### src/stpax_pkg.sv
// Shared types and constants for the stepper axis step/dir homing unit.
package stpax_pkg;

   localparam int POS_BITS   = 16;
   localparam int CNT_BITS   = 16;
   localparam int MOVE_BITS  = 17;
   localparam int MODE_BITS  = 2;
   localparam int CSR_ADDR_W = 3;
   localparam int CSR_DATA_W = 32;
   localparam int REQ_DATA_W = 24;
   localparam int RSP_DATA_W = 24;

   localparam logic [POS_BITS-1:0] MAX_POSITION_RESET  = 16'd2000;
   localparam logic [CNT_BITS-1:0] STEP_INTERVAL_RESET = 16'd0;

   // Item kinds carried on req_tuser.
   localparam logic [MODE_BITS-1:0] MODE_TICK = 2'd0;
   localparam logic [MODE_BITS-1:0] MODE_MOVE = 2'd1;
   localparam logic [MODE_BITS-1:0] MODE_HOME = 2'd2;

   // Register select, taken from paddr[2].
   localparam logic REG_MAX_POSITION  = 1'b0;
   localparam logic REG_STEP_INTERVAL = 1'b1;

   typedef struct packed {
      logic                rejected;
      logic                busy_res;
      logic [POS_BITS-1:0] position;
      logic                awake_out;
      logic                dir_out;
      logic                step_out;
   } rsp_type;

   localparam int RSP_BITS = $bits(rsp_type);

endpackage

### src/stpax_core.sv
// Axis sequencer: state registers and the per-item next-state logic.
module stpax_core (
   input  logic                              clock,
   input  logic                              reset,
   input  logic                              item_valid,
   input  logic [stpax_pkg::MODE_BITS-1:0]   mode,
   input  logic signed [stpax_pkg::MOVE_BITS-1:0] move_steps,
   input  logic                              home_sensor,
   input  logic [stpax_pkg::POS_BITS-1:0]    max_position,
   input  logic [stpax_pkg::CNT_BITS-1:0]    step_interval,
   output stpax_pkg::rsp_type                result
);

   typedef enum logic [2:0] {
      PH_IDLE       = 3'd0,
      PH_HIGH       = 3'd1,
      PH_LOW        = 3'd2,
      PH_WAIT       = 3'd3,
      PH_HOME_CHECK = 3'd4
   } phase_type;

   phase_type                         phase_ff, phase_in;
   logic [stpax_pkg::POS_BITS-1:0]    pos_ff, pos_in;
   logic [stpax_pkg::CNT_BITS-1:0]    left_ff, left_in;
   logic [stpax_pkg::CNT_BITS-1:0]    wait_ff, wait_in;
   logic                              dir_ff, dir_in;
   logic                              awake_ff, awake_in;
   logic                              homing_ff, homing_in;

   logic                              level;
   logic                              rej;
   logic                              busy;
   logic signed [stpax_pkg::MOVE_BITS:0] target;
   logic [stpax_pkg::MOVE_BITS-1:0]   neg_steps;
   logic [stpax_pkg::CNT_BITS-1:0]    move_len;
   phase_type                         period_next;

   assign busy      = (phase_ff != PH_IDLE);
   assign target    = $signed({2'b00, pos_ff}) + {move_steps[stpax_pkg::MOVE_BITS-1], move_steps};
   assign neg_steps = stpax_pkg::MOVE_BITS'(-move_steps);
   assign move_len  = move_steps[stpax_pkg::MOVE_BITS-1] ?
                      neg_steps[stpax_pkg::CNT_BITS-1:0] :
                      move_steps[stpax_pkg::CNT_BITS-1:0];

   always_comb begin
      phase_in    = phase_ff;
      pos_in      = pos_ff;
      left_in     = left_ff;
      wait_in     = wait_ff;
      dir_in      = dir_ff;
      awake_in    = awake_ff;
      homing_in   = homing_ff;
      level       = 1'b0;
      rej         = 1'b0;
      period_next = PH_IDLE;
      case (mode)
         stpax_pkg::MODE_TICK: begin
            case (phase_ff)
               PH_HOME_CHECK: begin
                  if (home_sensor) begin
                     pos_in    = '0;
                     awake_in  = 1'b0;
                     homing_in = 1'b0;
                     phase_in  = PH_IDLE;
                  end else begin
                     level    = 1'b1;
                     phase_in = PH_LOW;
                  end
               end
               PH_HIGH: begin
                  level    = 1'b1;
                  phase_in = PH_LOW;
               end
               PH_LOW: begin
                  // Count the step at the end of the low tick; homing keeps position
                  if (!homing_ff) begin
                     pos_in = dir_ff ? pos_ff - 1'b1 : pos_ff + 1'b1;
                     if (left_ff != '0) begin
                        left_in = left_ff - 1'b1;
                     end
                  end
                  if (homing_ff) begin
                     period_next = PH_HOME_CHECK;
                  end else if (left_in == '0) begin
                     period_next = PH_IDLE;
                  end else begin
                     period_next = PH_HIGH;
                  end
                  if (step_interval != '0) begin
                     wait_in  = step_interval;
                     phase_in = PH_WAIT;
                  end else begin
                     phase_in = period_next;
                  end
               end
               PH_WAIT: begin
                  if (wait_ff != '0) begin
                     wait_in = wait_ff - 1'b1;
                  end
                  if (homing_ff) begin
                     period_next = PH_HOME_CHECK;
                  end else if (left_ff == '0) begin
                     period_next = PH_IDLE;
                  end else begin
                     period_next = PH_HIGH;
                  end
                  if (wait_in == '0) begin
                     phase_in = period_next;
                  end
               end
               default: begin
                  phase_in = PH_IDLE;
               end
            endcase
         end
         stpax_pkg::MODE_MOVE: begin
            if (busy || target < 0 || target > $signed({2'b00, max_position})) begin
               rej = 1'b1;
            end else begin
               dir_in   = move_steps[stpax_pkg::MOVE_BITS-1];
               left_in  = move_len;
               phase_in = (move_len != '0) ? PH_HIGH : PH_IDLE;
            end
         end
         stpax_pkg::MODE_HOME: begin
            if (busy) begin
               rej = 1'b1;
            end else begin
               awake_in  = 1'b1;
               dir_in    = 1'b1;
               homing_in = 1'b1;
               left_in   = '0;
               phase_in  = PH_HOME_CHECK;
            end
         end
         default: begin
         end
      endcase
   end

   always_comb begin
      result.step_out  = level;
      result.dir_out   = dir_in;
      result.awake_out = awake_in;
      result.position  = pos_in;
      result.busy_res  = (phase_in != PH_IDLE);
      result.rejected  = rej;
   end

   always_ff @(posedge clock) begin
      if (reset) begin
         phase_ff  <= PH_IDLE;
         pos_ff    <= '0;
         left_ff   <= '0;
         wait_ff   <= '0;
         dir_ff    <= 1'b0;
         awake_ff  <= 1'b0;
         homing_ff <= 1'b0;
      end else if (item_valid) begin
         phase_ff  <= phase_in;
         pos_ff    <= pos_in;
         left_ff   <= left_in;
         wait_ff   <= wait_in;
         dir_ff    <= dir_in;
         awake_ff  <= awake_in;
         homing_ff <= homing_in;
      end
   end

endmodule

### src/stpax_rsp_buf.sv
// Two-entry result register with skid stage for the response stream.
module stpax_rsp_buf (
   input  logic               clock,
   input  logic               reset,
   input  logic               in_valid,
   output logic               in_ready,
   input  stpax_pkg::rsp_type in_data,
   output logic               out_valid,
   input  logic               out_ready,
   output stpax_pkg::rsp_type out_data
);

   logic               main_valid_ff;
   logic               skid_valid_ff;
   stpax_pkg::rsp_type main_data_ff;
   stpax_pkg::rsp_type skid_data_ff;
   logic               push;
   logic               pop;

   assign in_ready  = !skid_valid_ff;
   assign out_valid = main_valid_ff;
   assign out_data  = main_data_ff;
   assign push      = in_valid && in_ready;
   assign pop       = main_valid_ff && out_ready;

   always_ff @(posedge clock) begin
      if (reset) begin
         main_valid_ff <= 1'b0;
         skid_valid_ff <= 1'b0;
      end else if (pop) begin
         if (skid_valid_ff) begin
            // Promote the parked beat
            main_data_ff  <= skid_data_ff;
            skid_valid_ff <= 1'b0;
         end else if (push) begin
            main_data_ff <= in_data;
         end else begin
            main_valid_ff <= 1'b0;
         end
      end else if (push) begin
         if (!main_valid_ff) begin
            main_data_ff  <= in_data;
            main_valid_ff <= 1'b1;
         end else begin
            skid_data_ff  <= in_data;
            skid_valid_ff <= 1'b1;
         end
      end
   end

endmodule

### src/stepper_axis_step_dir_homing_unit.sv
// Top level of the single-axis stepper step/dir generator with homing.
//
//   port group   dir   beat contents
//   req_*        in    tuser: mode; tdata: move_steps, home_sensor
//   rsp_*        out   tdata: step_out .. rejected, one beat per req beat
//   csr_*        in    APB registers: max_position @0x0, step_interval @0x4
//
// One req beat is taken every cycle while req_tready is high; its rsp beat is
// valid on the next cycle unless rsp is stalled. Beyond the result register a
// skid stage holds one more beat; req_tready drops once two rsp beats stall.
// Synchronous active-high reset clears the axis state and both registers
// back to max_position 2000, step_interval 0; no clearing pass.
module stepper_axis_step_dir_homing_unit (
   input  logic                                clock,
   input  logic                                reset,
   // [16:0] move_steps, [17] home_sensor, [23:18] zero
   input  logic [stpax_pkg::REQ_DATA_W-1:0]    req_tdata,
   // [1:0] mode
   input  logic [stpax_pkg::MODE_BITS-1:0]     req_tuser,
   input  logic                                req_tvalid,
   output logic                                req_tready,
   // [0] step_out, [1] dir_out, [2] awake_out, [18:3] position,
   // [19] busy_res, [20] rejected, [23:21] zero
   output logic [stpax_pkg::RSP_DATA_W-1:0]    rsp_tdata,
   output logic                                rsp_tvalid,
   input  logic                                rsp_tready,
   input  logic                                csr_psel,
   input  logic                                csr_penable,
   input  logic                                csr_pwrite,
   input  logic [stpax_pkg::CSR_ADDR_W-1:0]    csr_paddr,
   input  logic [stpax_pkg::CSR_DATA_W-1:0]    csr_pwdata,
   output logic [stpax_pkg::CSR_DATA_W-1:0]    csr_prdata,
   output logic                                csr_pready
);

   logic [stpax_pkg::POS_BITS-1:0] max_pos_ff;
   logic [stpax_pkg::CNT_BITS-1:0] interval_ff;
   logic                           csr_wr;
   logic                           req_fire;
   stpax_pkg::rsp_type             core_rsp;
   stpax_pkg::rsp_type             buf_rsp;

   assign csr_pready = 1'b1;
   assign csr_wr     = csr_psel && csr_penable && csr_pwrite && csr_pready;
   assign csr_prdata = (csr_paddr[2] == stpax_pkg::REG_STEP_INTERVAL) ?
                       {{(stpax_pkg::CSR_DATA_W-stpax_pkg::CNT_BITS){1'b0}}, interval_ff} :
                       {{(stpax_pkg::CSR_DATA_W-stpax_pkg::POS_BITS){1'b0}}, max_pos_ff};

   always_ff @(posedge clock) begin
      if (reset) begin
         max_pos_ff  <= stpax_pkg::MAX_POSITION_RESET;
         interval_ff <= stpax_pkg::STEP_INTERVAL_RESET;
      end else if (csr_wr) begin
         if (csr_paddr[2] == stpax_pkg::REG_MAX_POSITION) begin
            max_pos_ff <= csr_pwdata[stpax_pkg::POS_BITS-1:0];
         end else begin
            interval_ff <= csr_pwdata[stpax_pkg::CNT_BITS-1:0];
         end
      end
   end

   assign req_fire = req_tvalid && req_tready;

   stpax_core u_core (
      .clock         (clock),
      .reset         (reset),
      .item_valid    (req_fire),
      .mode          (req_tuser),
      .move_steps    ($signed(req_tdata[stpax_pkg::MOVE_BITS-1:0])),
      .home_sensor   (req_tdata[stpax_pkg::MOVE_BITS]),
      .max_position  (max_pos_ff),
      .step_interval (interval_ff),
      .result        (core_rsp)
   );

   stpax_rsp_buf u_rsp_buf (
      .clock     (clock),
      .reset     (reset),
      .in_valid  (req_tvalid),
      .in_ready  (req_tready),
      .in_data   (core_rsp),
      .out_valid (rsp_tvalid),
      .out_ready (rsp_tready),
      .out_data  (buf_rsp)
   );

   assign rsp_tdata = {{(stpax_pkg::RSP_DATA_W-stpax_pkg::RSP_BITS){1'b0}}, buf_rsp};

endmodule

### config.mk
export PLATFORM = sky130hd
export DESIGN_NAME = stepper_axis_step_dir_homing_unit
export DESIGN_NICKNAME = d
export VERILOG_FILES = /design/src/stpax_pkg.sv /design/src/stpax_core.sv /design/src/stpax_rsp_buf.sv /design/src/stepper_axis_step_dir_homing_unit.sv
export SDC_FILE = /design/constraint.sdc
export NUM_CORES = 1
export LEC_CHECK = 0
export ABC_CLOCK_PERIOD_IN_PS = 12500
export BUFFER_PORTS_ARGS = -buffer_cell sky130_fd_sc_hd__buf_2
export CAP_MARGIN = 30
export CORE_AREA = 2 2 180 138
export CTS_BUF_LIST = sky130_fd_sc_hd__clkbuf_4 sky130_fd_sc_hd__clkbuf_8
export CTS_CLUSTER_SIZE = 16
export DETAILED_ROUTE_END_ITERATION = 16
export DIE_AREA = 0 0 182 140
export MAX_ROUTING_LAYER = met4
export SLEW_MARGIN = 30
export SYNTH_ARGS = -nofsm -noshare
export SYNTH_HDL_FRONTEND = slang
export SYNTH_SLANG_ARGS = --single-unit
### constraint.sdc
create_clock -name clock -period 12.5 [get_ports clock]
set_clock_uncertainty 0.05 [all_clocks]
set_input_delay 1.25 -clock clock [delete_from_list [all_inputs] [get_ports clock]]
set_output_delay 1.25 -clock clock [all_outputs]
set_load 0.01 [all_outputs]
==> metrics.txt <==
die height 140 µm; clock tree buffer depth 2; Iter 0 DRT Violations 746; PortBufs 82; final RePlAce weighted congestion 0.917; H-tree depth 4; max-cap violations 0; Post-synth EDFFs 42; DIE AREA 0.0255 mm²; Total GRT Usage 21.9%; Critical Path Source Type primary input; crit path DAT 5.67 ns; hold path start max_pos_ff[1]$_SDFFE_PP0P_; residual DRC count 0; setup TNS 0 ns; crit-path cells buf_2 -> ha_1 -> fa_1 -> a211oi_1 -> o211ai_1 -> a31o_2 -> nand3_1 -> nand2_1 -> a21oi_1 -> xnor2_1 -> ha_1 -> a211oi_1 -> o21ai_0 -> or4_1 -> a31oi_1 -> a21boi_1 -> buf_4 -> o21ai_0 -> a221oi_1; slack of the worst reg-to-reg path 7.65 ns; drt first pass iters 5; RR Startpoint u_core.pos_ff[0]$_SDFFE_PP0P_; max_slew headroom 44.3%; main flop type after synthesis dfxtp_1; RSZ-0062 raised after global routing false; Fillers 2,477; final worst slack 7.13 ns; CP Max Fanout 16; CP max stage cell or4_1; Min-Delay Path Depth 2; met2 Use GR 30.7%; Skew-Pair Late Insertion Delay 0.46 ns; routed wire length per instance 17.5 µm; Die Wd 182 µm; WP data required 12.80 ns; P_leak 4.23 nW; total number of vias 8,931; largest net degree at the start of global routing 69; count of cell types in the netlist 76; Root Buffer clkbuf_8; Multi-input gate area 0.00580 mm²; Gate Count Post-Synth 1,195; CP peak stage delay 0.55 ns; CP Class in2reg; clk sinks 130; core area 0.0237 mm²; post-cts hold buffer count 0; Hold Crit Class reg2reg; GRT busiest layer met1; WHS 0.408 ns; CTS tree yes; PwrDens 115 mW/mm²; share of cells above drive strength 1 12.3%; crit share post-route 43.0%; first-pass GRT wire length 43,300 µm; FP Rows 49; Final Instance Area 0.0103 mm²; Synth-to-Final Area Change 10.3%; Initial Util 39.5%; commonest non-fill, non-tap cells in the layout nand2_1 (165), nor2_1 (117), a21oi_1 (105); Top Ports 127; sequential-to-total area share from yosys stat 32.4%; Worst Tran Pin Value 0.834 ns; Routed WL 27,300 µm; CP top delay family compound AO/OA/AOI/OAI gates; nets@finish 1,367; flops & latches, synth 130; initial antenna violation count 2; DP HPWL 20,300 µm; Ys Warns 0; cell area after synthesis 0.00934 mm²; post-place setup slack 6.73 ns; syn avg cell area 7.82 µm²; Final ANT Viol Nets 0; most common cell after layout, fill and taps aside nand2_1; grt total ovfl 0; CP endpoint kind register; Min-Delay Endpoint max_pos_ff[1]$_SDFFE_PP0P_; peak supply drop 65.0 µV; endpoints failing setup 0; top achievable clock speed 0.186 GHz; number of global-route vias before repair 7,941; CTS buffer count 17; Post-CTS Setup Bufs 0; vias per cell 5.71; register area 0.00302 mm²; worst reg2reg path depth 18; Post-synth ARST share 0%; met3 usage 3.61%; worst path bufs/invs 2; clk slew on worst S/H paths 0.07 ns; Area after DPL 0.00989 mm²; count of pins over their slew limit 0; # resized after CTS 0; status completed; met1 Use GR 32.8%; Fin. Hold Viols 0; Reg2Reg Capture Point u_core.left_ff[8]$_SDFFE_PP0P_; Total Power 1.19 mW; minimum clock period after layout 5.37 ns
[metrics by stage]
| stage | std cells | utilization [%] |
|---|---|---|
| 2_1_floorplan | 1213 | - |
| 3_3_place_gp | 1529 | 41.8 |
| 3_5_place_dp | 1529 | 41.8 |
| 4_1_cts | 1561 | 43.5 |
| 5_1_grt | 1564 | 43.5 |
| 6_report | 1564 | 43.5 |
[final cells by class]
type | instances | share of cell area, %
antenna | 2 | 0.0486
clock buffer | 18 | 2.34
clock inverter | 14 | 1.49
inverter | 58 | 2.11
multi-input combinational | 945 | 56.3
sequential | 130 | 29.3
tap | 306 | 3.72
timing repair buffer | 91 | 4.64
[sequential cells by signal (all words and copies together), names as in the netlist]
register,flops
u_core.wait_ff,16
u_core.homing_ff,1
u_rsp_buf.skid_valid_ff,1
u_rsp_buf.out_valid,1
max_pos_ff,16
u_core.dir_ff,1
interval_ff,16
u_core.awake_ff,1
u_core.pos_ff,16
u_rsp_buf.out_data,21
u_core.phase_ff,3
u_core.left_ff,16
u_rsp_buf.skid_data_ff,21
[synth_stat cells, types with 8 or more instances]
cell / instances / area [µm²]
nand2_1: 165 / 619
nor2_1: 117 / 439
a21oi_1: 105 / 526
dfxtp_1: 88 / 1760
o21ai_0: 75 / 375
inv_1: 57 / 214
clkbuf_1: 56 / 210
ha_1: 54 / 676
edfxtp_1: 42 / 1260
nor3_1: 35 / 175
a211oi_1: 28 / 210
xnor2_1: 27 / 236
a21o_1: 20 / 150
buf_4: 20 / 150
o211ai_1: 17 / 128
a31oi_1: 16 / 100
nand3_1: 16 / 80.1
xor2_1: 16 / 140
a22oi_1: 14 / 105
nand2b_1: 14 / 87.6
nor4_1: 13 / 81.3
nor2b_1: 12 / 75.1
o31ai_1: 12 / 90.1
and3_1: 11 / 68.8
o21a_1: 11 / 82.6
mux2_2: 9 / 101
nand4_1: 9 / 56.3
o22ai_1: 9 / 56.3
or3_1: 9 / 56.3
and2_1: 8 / 50.1
or4_1: 8 / 60.1
[where the power goes]
part / internal [mW] / switching, mW / total [mW] / leakage (nW)
combinational: 0.131 / 0.202 / 0.333 / 2.92
sequential: 0.455 / 0.0217 / 0.477 / 1.11
clock: 0.183 / 0.195 / 0.378 / 0.203
total: 0.769 / 0.419 / 1.19 / 4.23
[worst max path at each step]
stage | cells after the start | end | from | slack, ns
after floorplan | 17 | u_core.left_ff[1]$_SDFFE_PP0P_ | req_tdata[0] | 7.36
after global placement | 18 | u_core.left_ff[8]$_SDFFE_PP0P_ | req_tdata[0] | 6.75
after detailed placement | 19 | u_core.left_ff[8]$_SDFFE_PP0P_ | req_tdata[0] | 6.73
after CTS | 19 | u_core.left_ff[8]$_SDFFE_PP0P_ | req_tdata[0] | 7.19
after global routing | 18 | u_core.left_ff[8]$_SDFFE_PP0P_ | req_tdata[0] | 6.75
final | 19 | u_core.left_ff[8]$_SDFFE_PP0P_ | req_tdata[0] | 7.13
[worst reg2reg max path, delay by kind of cell, from the launching register on]
kind | cells | cell delay (ns)
adder cells (fa/ha/maj) | 3 | 0.89
AO/OA/AOI/OAI | 10 | 2.39
flip-flops | 1 | 0.38
XOR/XNOR | 1 | 0.10
AND/OR/NAND/NOR | 3 | 0.70
buffers and inverters | 1 | 0.24
[layer usage]
layer	part of all wire, %	up-vias	wire length, µm
met5	0	-	0
met4	0.91	0	248
met3	6.7	20	1840
met2	42	279	11500
met1	50	4210	13700
li1	-	4422	-
[cells by family after synthesis]
kind of cell | share of synthesized area (%)
other | 0.0804
XOR/XNOR | 4.03
flip-flops | 32.4
AO/OA/AOI/OAI | 25.1
AND/OR/NAND/NOR | 22.6
multiplexers | 1.78
adder cells (fa/ha/maj) | 7.66
buffers and inverters | 6.36
Power figures use the tool's default switching activity.
